### config.mk
export PLATFORM = sky130hd
export DESIGN_NAME = touch_swipe_detector
export DESIGN_NICKNAME = d
export VERILOG_FILES = /design/src/hdl/tsd_pkg.sv /design/src/hdl/touch_swipe_detector.sv
export VERILOG_INCLUDE_DIRS = /design/src /design/src/hdl
export SDC_FILE = /design/constraint.sdc
export NUM_CORES = 1
export LEC_CHECK = 0
export ABC_AREA = 1
export BUFFER_PORTS_ARGS = -buffer_cell sky130_fd_sc_hd__buf_2
export CAP_MARGIN = 20
export CORE_UTILIZATION = 31
export CTS_CLUSTER_DIAMETER = 60
export CTS_CLUSTER_SIZE = 16
export DETAILED_ROUTE_END_ITERATION = 6
export GPL_ROUTABILITY_DRIVEN = 1
export SYNTH_ARGS = -nofsm -noshare
export SYNTH_HDL_FRONTEND = slang
export SYNTH_SLANG_ARGS = --single-unit
### constraint.sdc
create_clock -name clk -period 5 [get_ports clk]
set_input_delay 1.25 -clock clk [delete_from_list [all_inputs] [get_ports clk]]
set_output_delay 1.25 -clock clk [all_outputs]
set_load 0.05 [all_outputs]
### src/hdl/touch_swipe_detector_macros.svh
// Assertion macros shared by the RTL of the touch swipe detector.
// Every check samples on the rising edge of clk and is held off during reset.
`ifndef TOUCH_SWIPE_DETECTOR_MACROS_SVH
`define TOUCH_SWIPE_DETECTOR_MACROS_SVH

// When the antecedent holds, the consequent holds in the same cycle.
`define TSD_ASSERT_SAME(label, ante, cons) \
  label: assert property (@(posedge clk) disable iff (!rst_n) (ante) |-> (cons)) \
    else $error("touch_swipe_detector: same-cycle check failed");

// When the antecedent holds, the consequent holds in the next cycle.
`define TSD_ASSERT_NEXT(label, ante, cons) \
  label: assert property (@(posedge clk) disable iff (!rst_n) (ante) |=> (cons)) \
    else $error("touch_swipe_detector: next-cycle check failed");

`endif

### src/hdl/tsd_pkg.sv
`default_nettype none

package tsd_pkg;

  // Widths of the event and result fields.
  localparam int FIELD_WIDTH   = 16;
  localparam int GESTURE_WIDTH = 3;

  // Default coordinate width held in the position registers.
  localparam int COORD_WIDTH_DEF = 16;

  // Event types and codes.
  localparam logic [FIELD_WIDTH-1:0] EVT_KEY   = 16'd1;
  localparam logic [FIELD_WIDTH-1:0] EVT_ABS   = 16'd3;
  localparam logic [FIELD_WIDTH-1:0] AXIS_X    = 16'd0;
  localparam logic [FIELD_WIDTH-1:0] AXIS_Y    = 16'd1;
  localparam logic [FIELD_WIDTH-1:0] KEY_TOUCH = 16'd330;

  // Threshold register value after reset.
  localparam logic [FIELD_WIDTH-1:0] THRESHOLD_RESET = 16'd60;

  // Swipe direction codes.
  typedef enum logic [GESTURE_WIDTH-1:0] {
    G_NONE  = 3'd0,
    G_RIGHT = 3'd1,
    G_LEFT  = 3'd2,
    G_DOWN  = 3'd3,
    G_UP    = 3'd4
  } gesture_t;

endpackage

`default_nettype wire

### src/hdl/touch_swipe_detector.sv
// A release beat accepted on the event channel passes through the input register, then the
// result register, and is presented on the out_ ports from there.
// Throughput: one event beat per cycle while in_stall is low. A release waits in the input
// register while the result register holds an untaken beat, and the input stalls behind it.
// Reset (rst_n low, synchronous): threshold returns to 60, position, start point and
// pending X clear, the axis history is emptied and both pipeline stages drain.
`default_nettype none

`include "touch_swipe_detector_macros.svh"

module touch_swipe_detector
  import tsd_pkg::*;
#(
  parameter int COORD_WIDTH = COORD_WIDTH_DEF
) (
  input  wire logic                     clk,
  input  wire logic                     rst_n,
  // Configuration port
  input  wire logic                     cfg_wr_en,
  input  wire logic [FIELD_WIDTH-1:0]   cfg_wr_data,
  // Event channel
  input  wire logic                     in_valid,
  output logic                          in_stall,
  input  wire logic [FIELD_WIDTH-1:0]   in_event_type,
  input  wire logic [FIELD_WIDTH-1:0]   in_event_code,
  input  wire logic [FIELD_WIDTH-1:0]   in_event_value,
  // Result channel
  output logic                          out_valid,
  input  wire logic                     out_stall,
  output logic [GESTURE_WIDTH-1:0]      out_gesture,
  output logic [FIELD_WIDTH-1:0]        out_start_x,
  output logic [FIELD_WIDTH-1:0]        out_start_y,
  output logic [FIELD_WIDTH-1:0]        out_end_x,
  output logic [FIELD_WIDTH-1:0]        out_end_y
);

  // Width of a displacement magnitude, wide enough to compare with the threshold.
  localparam int DW = COORD_WIDTH + 1;
  localparam int MW = (DW > FIELD_WIDTH) ? DW : FIELD_WIDTH;

  // Threshold register.
  logic [FIELD_WIDTH-1:0] threshold_r;

  // Input register stage.
  logic                   s1_valid_r;
  logic [FIELD_WIDTH-1:0] s1_type_r;
  logic [FIELD_WIDTH-1:0] s1_code_r;
  logic [FIELD_WIDTH-1:0] s1_value_r;

  // Tracking state.
  logic                   prev_x_r,   prev_x_nxt;
  logic [COORD_WIDTH-1:0] pending_x_r, pending_x_nxt;
  logic [COORD_WIDTH-1:0] cur_x_r,    cur_x_nxt;
  logic [COORD_WIDTH-1:0] cur_y_r,    cur_y_nxt;
  logic [COORD_WIDTH-1:0] first_x_r,  first_x_nxt;
  logic [COORD_WIDTH-1:0] first_y_r,  first_y_nxt;
  logic                   first_captured_r, first_captured_nxt;

  // Result register.
  logic                   out_valid_r;
  gesture_t               gesture_r;
  logic [FIELD_WIDTH-1:0] start_x_r, start_y_r, end_x_r, end_y_r;

  // Decode and classification.
  logic                   s1_abs;
  logic                   s1_release;
  logic                   s1_advance;
  logic                   out_free;
  logic [COORD_WIDTH-1:0] s1_coord;
  logic [DW-1:0]          dx, dy;
  logic [DW-1:0]          ax_raw, ay_raw;
  logic [MW-1:0]          ax, ay, thr;
  logic                   dx_pos, dy_pos;
  gesture_t               gesture_c;

  // Handshake: the result slot frees when empty or when its beat is taken.
  assign out_free   = !out_valid_r || !out_stall;
  assign s1_abs     = (s1_type_r == EVT_ABS);
  assign s1_release = (s1_type_r == EVT_KEY) && (s1_code_r == KEY_TOUCH) &&
                      (s1_value_r == '0);
  assign s1_advance = s1_valid_r && (!s1_release || out_free);
  assign in_stall   = s1_valid_r && !s1_advance;
  assign s1_coord   = COORD_WIDTH'(s1_value_r);

  // Displacement from start point to current position and swipe direction.
  always_comb begin
    dx     = {1'b0, cur_x_r} - {1'b0, first_x_r};
    dy     = {1'b0, cur_y_r} - {1'b0, first_y_r};
    ax_raw = dx[DW-1] ? (-dx) : dx;
    ay_raw = dy[DW-1] ? (-dy) : dy;
    ax     = MW'(ax_raw);
    ay     = MW'(ay_raw);
    thr    = MW'(threshold_r);
    dx_pos = !dx[DW-1] && (dx != '0);
    dy_pos = !dy[DW-1] && (dy != '0);
    priority if (ax < thr && ay < thr) begin
      gesture_c = G_NONE;
    end else if (ax > ay) begin
      gesture_c = dx_pos ? G_RIGHT : G_LEFT;
    end else begin
      gesture_c = dy_pos ? G_DOWN : G_UP;
    end
  end

  // Next tracking state for the event in the input register.
  always_comb begin
    prev_x_nxt         = prev_x_r;
    pending_x_nxt      = pending_x_r;
    cur_x_nxt          = cur_x_r;
    cur_y_nxt          = cur_y_r;
    first_x_nxt        = first_x_r;
    first_y_nxt        = first_y_r;
    first_captured_nxt = first_captured_r;
    if (s1_advance && s1_abs) begin
      prev_x_nxt = (s1_code_r == AXIS_X);
      if (s1_code_r == AXIS_X) begin
        pending_x_nxt = s1_coord;
      end
      // An X event followed by a Y event, with no other axis event between, forms a coordinate pair.
      if (prev_x_r && s1_code_r == AXIS_Y) begin
        cur_x_nxt = pending_x_r;
        cur_y_nxt = s1_coord;
        if (!first_captured_r) begin
          first_captured_nxt = 1'b1;
          first_x_nxt        = pending_x_r;
          first_y_nxt        = s1_coord;
        end
      end
    end else if (s1_advance && s1_release) begin
      prev_x_nxt         = 1'b0;
      pending_x_nxt      = '0;
      first_x_nxt        = '0;
      first_y_nxt        = '0;
      first_captured_nxt = 1'b0;
    end
  end

  // Threshold register.
  always_ff @(posedge clk) begin
    if (!rst_n) begin
      threshold_r <= THRESHOLD_RESET;
    end else if (cfg_wr_en) begin
      threshold_r <= cfg_wr_data;
    end
  end

  // Input register: takes a beat whenever it is empty or moving on.
  always_ff @(posedge clk) begin
    if (!rst_n) begin
      s1_valid_r <= 1'b0;
    end else if (!in_stall) begin
      s1_valid_r <= in_valid;
    end
  end

  always_ff @(posedge clk) begin
    if (!in_stall && in_valid) begin
      s1_type_r  <= in_event_type;
      s1_code_r  <= in_event_code;
      s1_value_r <= in_event_value;
    end
  end

  // Tracking state registers.
  always_ff @(posedge clk) begin
    if (!rst_n) begin
      prev_x_r         <= 1'b0;
      pending_x_r      <= '0;
      cur_x_r          <= '0;
      cur_y_r          <= '0;
      first_x_r        <= '0;
      first_y_r        <= '0;
      first_captured_r <= 1'b0;
    end else begin
      prev_x_r         <= prev_x_nxt;
      pending_x_r      <= pending_x_nxt;
      cur_x_r          <= cur_x_nxt;
      cur_y_r          <= cur_y_nxt;
      first_x_r        <= first_x_nxt;
      first_y_r        <= first_y_nxt;
      first_captured_r <= first_captured_nxt;
    end
  end

  // Result register: loaded on a release, cleared once its beat is taken.
  always_ff @(posedge clk) begin
    if (!rst_n) begin
      out_valid_r <= 1'b0;
    end else if (s1_advance && s1_release) begin
      out_valid_r <= 1'b1;
    end else if (!out_stall) begin
      out_valid_r <= 1'b0;
    end
  end

  always_ff @(posedge clk) begin
    if (s1_advance && s1_release) begin
      gesture_r <= gesture_c;
      start_x_r <= FIELD_WIDTH'(first_x_r);
      start_y_r <= FIELD_WIDTH'(first_y_r);
      end_x_r   <= FIELD_WIDTH'(cur_x_r);
      end_y_r   <= FIELD_WIDTH'(cur_y_r);
    end
  end

  assign out_valid   = out_valid_r;
  assign out_gesture = gesture_r;
  assign out_start_x = start_x_r;
  assign out_start_y = start_y_r;
  assign out_end_x   = end_x_r;
  assign out_end_y   = end_y_r;

  // A release that leaves the input register always shows up as a result beat.
  `TSD_ASSERT_NEXT(a_release_gives_result, s1_advance && s1_release, out_valid_r)
  // A release empties the press state and the axis history.
  `TSD_ASSERT_NEXT(a_release_clears_press, s1_advance && s1_release,
                   !prev_x_r && !first_captured_r && pending_x_r == '0)
  // Without a captured start point the start point stays at zero.
  `TSD_ASSERT_SAME(a_start_zero_until_captured, !first_captured_r,
                   first_x_r == '0 && first_y_r == '0)
  // Stall is raised only for a release held by a full result slot.
  `TSD_ASSERT_SAME(a_stall_only_on_blocked_release, in_stall,
                   s1_valid_r && s1_release && out_valid_r && out_stall)

endmodule

`default_nettype wire

After elaboration in Yosys (flattened, before gate mapping)
Index checks and enable logic that the tools add are counted.
{"block": "word_totals", "mem_count": 0, "mem_bits_ro": 0, "latch_bits": 0, "reg_bits": 215, "wordCells": 82, "ram_bits": 0, "in_bits": 69}
{"block": "op_classes", "div": 0, "n_mul": 0, "magnitude_cmp": 3, "n_addsub": 4, "reduce_logical": 29, "n_eq_ne": 8, "n_mux": 20, "bitwise_logic": 0, "shift": 0}
{"cell": "two-way mux 16 bit", "count": 9}
{"cell": "less-than comparator 17 x 16 -> 1 bit", "count": 2}
{"cell": "two-way mux 17 bit", "count": 2}
{"cell": "negator 17 bit", "count": 2}
{"cell": "nonzero test 17 bit", "count": 2}
{"cell": "subtractor 16 x 16 -> 17 bit", "count": 2}
{"cell": "== test 16 x 1 -> 1 bit, second input constant", "count": 2}
{"cell": "zero test 16 bit", "count": 2}
{"cell": "greater-than comparator 17 bit", "count": 1}
{"cell": "== test 16 x 2 -> 1 bit, second input constant", "count": 1}
{"cell": "== test 16 x 9 -> 1 bit, second input constant", "count": 1}
{"cell": "logical AND 1 bit", "count": 11}
{"cell": "zero test 1 bit", "count": 7}
{"cell": "two-way mux 1 bit", "count": 6}
{"cell": "two-way mux 3 bit", "count": 2}
{"cell": "!= test 2 x 1 -> 1 bit, second input constant", "count": 3}
{"cell": "AND reduction 2 bit", "count": 3}
{"cell": "AND reduction 3 bit", "count": 1}
{"cell": "logical OR 1 bit", "count": 2}
{"cell": "two-way mux 2 bit", "count": 1}
{"cell": "!= test 2 bit, second input constant", "count": 1}
{"cell": "nonzero test 2 bit", "count": 1}

Depth between registers and ports, before layout
{"block": "logic_depth", "depth_word": 10, "depth_mapped": 34}

Worst setup path after synthesis
OpenSTA, ideal clock, no wires.
{"block": "synth_path", "path_kind": "reg-to-reg", "from": "reg cur_x_r[0]", "to": "reg gesture_r[0] (netlist: out_gesture[0]), data pin", "synth_period_minus_slack_ns": 3.603, "arrival_ns": 3.353, "required_time_ns": 4.751, "path_stages_with_launch": 25, "setup_slack_ns": 1.397, "setup_ns": 0.249, "n_path_buf": 0, "path_cell_list": "dfxtp_1 > inv_1 > ha_1 > fa_1 > ha_1 > inv_1 > a21oi_1 > nand3_1 > nor2_1 > nand2_1 > nor2_1 > nand2_1 > o21ai_1 > nand2_1 > xnor2_1 > ha_1 > nand2_1 > nor4_1 > nand4_1 > nand3_1 > nand2_1 > nand3_1 > nand2_1 > nand2_1 > inv_1"}
{"block": "synth_between", "elab_chain_cells": 5}
{"item": "start, declared", "line": "touch_swipe_detector.sv:53", "text": "logic [COORD_WIDTH-1:0] cur_x_r, cur_x_nxt;"}
{"item": "start signal, assigned", "line": "touch_swipe_detector.sv:177", "text": "cur_x_r <= cur_x_nxt;"}
{"item": "subtractor 16 x 16 -> 17 bit *", "line": "touch_swipe_detector.sv:87", "text": "dx = {1'b0, cur_x_r} - {1'b0, first_x_r};"}
{"item": "negator 17 bit, or another cell as far along", "line": "touch_swipe_detector.sv:89", "text": "ax_raw = dx[DW-1] ? (-dx) : dx;"}
{"item": "two-way mux 17 bit / logical AND 1 bit (equally long branches)", "line": "touch_swipe_detector.sv:89, touch_swipe_detector.sv:94"}
{"item": "greater-than comparator 17 bit, or another cell as far along", "line": "touch_swipe_detector.sv:98", "text": "end else if (ax > ay) begin"}
{"item": "two-way mux 3 bit / logical AND 1 bit (equally long branches)", "line": "touch_swipe_detector.sv:98, touch_swipe_detector.sv:96"}
{"item": "end signal, assigned", "line": "touch_swipe_detector.sv:198", "text": "gesture_r <= gesture_c;"}
{"item": "end, declared", "line": "touch_swipe_detector.sv:61", "text": "gesture_t gesture_r;"}
Mark *: on every way between the ends. The rest lies on a longest branch, timed or not.
A chain may end at the register's enable or synchronous reset.

Worst setup path after layout
{"block": "layout_path", "from": "reg first_y_r[9]", "to": "reg gesture_r[1] (netlist: out_gesture[1]), data pin"}
{"block": "layout_between", "elab_chain_cells": 5}
{"item": "start, declared", "line": "touch_swipe_detector.sv:56", "text": "logic [COORD_WIDTH-1:0] first_y_r, first_y_nxt;"}
{"item": "start signal, assigned", "line": "touch_swipe_detector.sv:180", "text": "first_y_r <= first_y_nxt;"}
{"item": "subtractor 16 x 16 -> 17 bit *", "line": "touch_swipe_detector.sv:88", "text": "dy = {1'b0, cur_y_r} - {1'b0, first_y_r};"}
{"item": "negator 17 bit, or another cell as far along", "line": "touch_swipe_detector.sv:90", "text": "ay_raw = dy[DW-1] ? (-dy) : dy;"}
{"item": "two-way mux 17 bit / logical AND 1 bit (equally long branches)", "line": "touch_swipe_detector.sv:90, touch_swipe_detector.sv:95"}
{"item": "greater-than comparator 17 bit, or another cell as far along", "line": "touch_swipe_detector.sv:98"}
{"item": "two-way mux 3 bit / logical AND 1 bit (equally long branches)", "line": "touch_swipe_detector.sv:98, touch_swipe_detector.sv:96"}
Marked as above.

==> run_results.csv <==
group,metric,value,unit
status,outcome,"finished clean",
grt,grt_pass1_wl,47.81,mm
logic_synthesis,synth_top_area_share,29.40,%
clock_network,holdBufCountCts,0,
clock_network,clk_pin_slew,70,ps
finish,diodes,0,
grt,grt_pass1_vias,9011,
detailed_routing,vias,9590,
placement,place_congestion,0.8749,
power,internal_power,2.919,mW
power,p_clk_share,46.1,%
logic_synthesis,yosysWarnings,0,
detailed_routing,drt_iter0_markers,673,
detailed_routing,antenna_left,0,
worst_setup_path,cp_data_arrival_time,4510,ps
placement,place_hpwl,24.27,mm
logic_synthesis,synth_cell_types,41,
timing,worstMarginPinSlew,872.6,ps
timing,setup_violations,0,
die,die-width,196.7,um
logic_synthesis,syn_area,0.01175,mm^2
logic_synthesis,synth-edff-count,115,
detailed_routing,drc_errors,0,
clock_network,ctsHtreeMaxLevel,1,
clock_network,insertion_delay,520,ps
worst_setup_path,cp_slowest_stage_delay,370,ps
clock_network,clockBufferDepth,3,
worst_setup_path,slowest_stage,"dfxtp_1",
worst_setup_path,crit_path_end_kind,"flop",
timing,max-slew-margin-rel,41.51,%
clock_network,cts_root_buf,"clkbuf_16",
grt,grt_antenna_before_repair,0,
finish,layout-drive-gt1-share,12.74,%
die,rows,70,
timing,max_freq,236.6,MHz
logic_synthesis,synth_top_cell_by_area,"edfxtp_1",
timing,slew_violations,0,
clock_network,clkSinkCount,215,
worst_hold_path,min_path_type,"flop to flop",
grt,grt_max_degree,65,
finish,areaGrowthSynthToFinish,16.45,%
power,power_switching,0.8649,mW
logic_synthesis,synthTopCellsByArea,"edfxtp_1 (29%), dfxtp_1 (17%), nand2_1 (10%), ha_1 (8.6%), inv_1 (8.0%)",
power,ir_drop,0.2464,mV
power,seq_power_share,50.7,%
run,cap_violations,0,
timing,rsz0062_at_grt,"false",
die,core_area,0.03696,mm^2
worst_setup_path,cp.required,5280,ps
die,start_util,31.78,%
logic_synthesis,synth_common_cells,"nand2_1 (326), inv_1 (249), nor2_1 (148)",
finish,stdcell_area,0.01368,mm^2
logic_synthesis,synth-seq-area-share,46.44,%
die,ios,138,
clock_network,ctsResizeCount,0,
clock_network,cts_setup_buffers,0,
timing,fin_crit_sh,84.53,%
power,powerDensity,276.6,mW/mm^2
detailed_routing,routedWlPerCell,14.63,um
logic_synthesis,synthCells,1462,
die,die_y,196.7,um
logic_synthesis,syn_area_per_cell,8.035,um^2
detailed_routing,drt_pre_antenna_iters,6,
logic_synthesis,synth_nets,1614,
logic_synthesis,yosysMostFrequentCell,"nand2_1",
clock_network,cts_buffers,23,
timing,period_minus_slack,4226,ps
timing,hold_viol,0,
grt,grt_remaining_overflow,0,
worst_setup_path,setup.worst_path.start_class,"flop",
logic_synthesis,synthArstFlopShare,0,%
worst_setup_path,timing.critical_path.mode_cell,"nand2_1",
logic_synthesis,ys_ff_latch,215,
power,p_sw_share,22.86,%
power,power,3.784,mW
finish,utilization,37.01,%
clock_network,cts_tree,"done",
timing,fin_worst_skew,15.95,ps
finish,nets,1745,
worst_setup_path,path_max_fanout,14,
placement,dpl-instance-area,0.01290,mm^2
die,fp.dieArea,0.03868,mm^2
grt,grtUsageTotal,15.78,%
worst_setup_path,worstSetupPathType,"flop to flop",
power,p_leak,6.496,nW
logic_synthesis,yosys_most_used_dff,"edfxtp_1",
detailed_routing,finalWirelength,30.92,mm
placement,io_buffers,137,
power,pwr-share-comb,3.2,%
timing,tns,0,ps
detailed_routing,via_per_inst,4.539,
power groups by stage:
stage | logic, mW | registers [mW] | clock network, mW
3_3_place_gp | 0.119 | 1.96 | 0
5_1_grt | 0.139 | 1.92 | 1.85
2_1_floorplan | 0.0725 | 1.95 | 0
3_5_place_dp | 0.121 | 1.96 | 0
6_report | 0.122 | 1.92 | 1.74
4_1_cts | 0.122 | 1.92 | 1.79
kinds of logic (layout without fill, tap and decap cells):
| logic type | Yosys count | after routing | synth area share, % |
|---|---|---|---|
| compound gates | 227 | 227 | 10.17 |
| fa+ha+maj | 83 | 83 | 8.968 |
| buf+inv | 288 | 435 | 9.735 |
| flops | 215 | 215 | 46.44 |
| xor+xnor | 26 | 26 | 2.002 |
| simple gates | 623 | 623 | 22.69 |
per-layer routing:
metal,up-vias,wire [um],track usage [%]
met1,4332,14610,21.73
li1,4995,-,-
met5,-,0,0
met4,0,532,3.474
met3,36,1526,2.242
met2,227,14260,26.20
final timing paths:
path	startpoint	to	slack, ps	cells past startpoint
setup / recovery	first_y_r[9]	out_gesture[1]	770	30
setup reg to reg	first_y_r[9]	out_gesture[1]	770	30
hold / removal	cur_y_r[0]	out_end_y[0]	430	0
hold reg to reg	cur_y_r[0]	out_end_y[0]	430	0
metrics by stage:
stage                     worst slack [ps]  hold WS, ps  cells
after floorplan                       1397        408.2   1462
after global placement               862.6        416.3   2072
after detailed placement             827.3        421.2   2072
after CTS                            818.0        435.9   2113
after global routing                 295.5        453.0   2113
final                                773.5        432.6   2113
cells in the final DEF, fill, tap and decap left out, types with 3 or more instances in the layout:
master | synthesis | final
o21ai_0 | 90 | 90
xor2_1 | 19 | 19
a21oi_1 | 123 | 123
o21ai_1 | 3 | 3
nand2_1 | 326 | 326
nand2_2 | 5 | 5
clkinv_8 | 0 | 3
xnor2_1 | 6 | 6
buf_4 | 2 | 5
buf_2 | 14 | 137
clkinv_1 | 0 | 3
nor2_1 | 148 | 148
clkbuf_16 | 0 | 23
dfxtp_1 | 100 | 100
inv_8 | 0 | 3
nand4_1 | 15 | 15
clkbuf_1 | 15 | 3
nand3b_1 | 15 | 15
and2_1 | 5 | 5
inv_1 | 249 | 247
nor4_1 | 4 | 4
nand3_1 | 74 | 74
edfxtp_1 | 115 | 115
nor3_1 | 17 | 17
ha_1 | 81 | 81
nand3_2 | 3 | 3
inv_2 | 3 | 4
worst max-delay path: cells and delay by family, from the launching register on:
kind | cells | cell delay [ps]
AO/OA/AOI/OAI | 3 | 840
XOR/XNOR | 1 | 220
adder cells (fa/ha/maj) | 2 | 640
buffers and inverters | 4 | 320
flip-flops | 1 | 370
AND/OR/NAND/NOR | 20 | 1620
cell type report:
cell class | instances | area [um^2]
clock inverter | 15 | 188.9
timing repair buffer | 142 | 723.2
clock buffer | 26 | 586.8
multi-input combinational | 959 | 5149
inverter | 252 | 945.9
sequential | 215 | 5455
tap | 504 | 630.6
fill | 3897 | 23280
(Power assumes the default switching activity.)
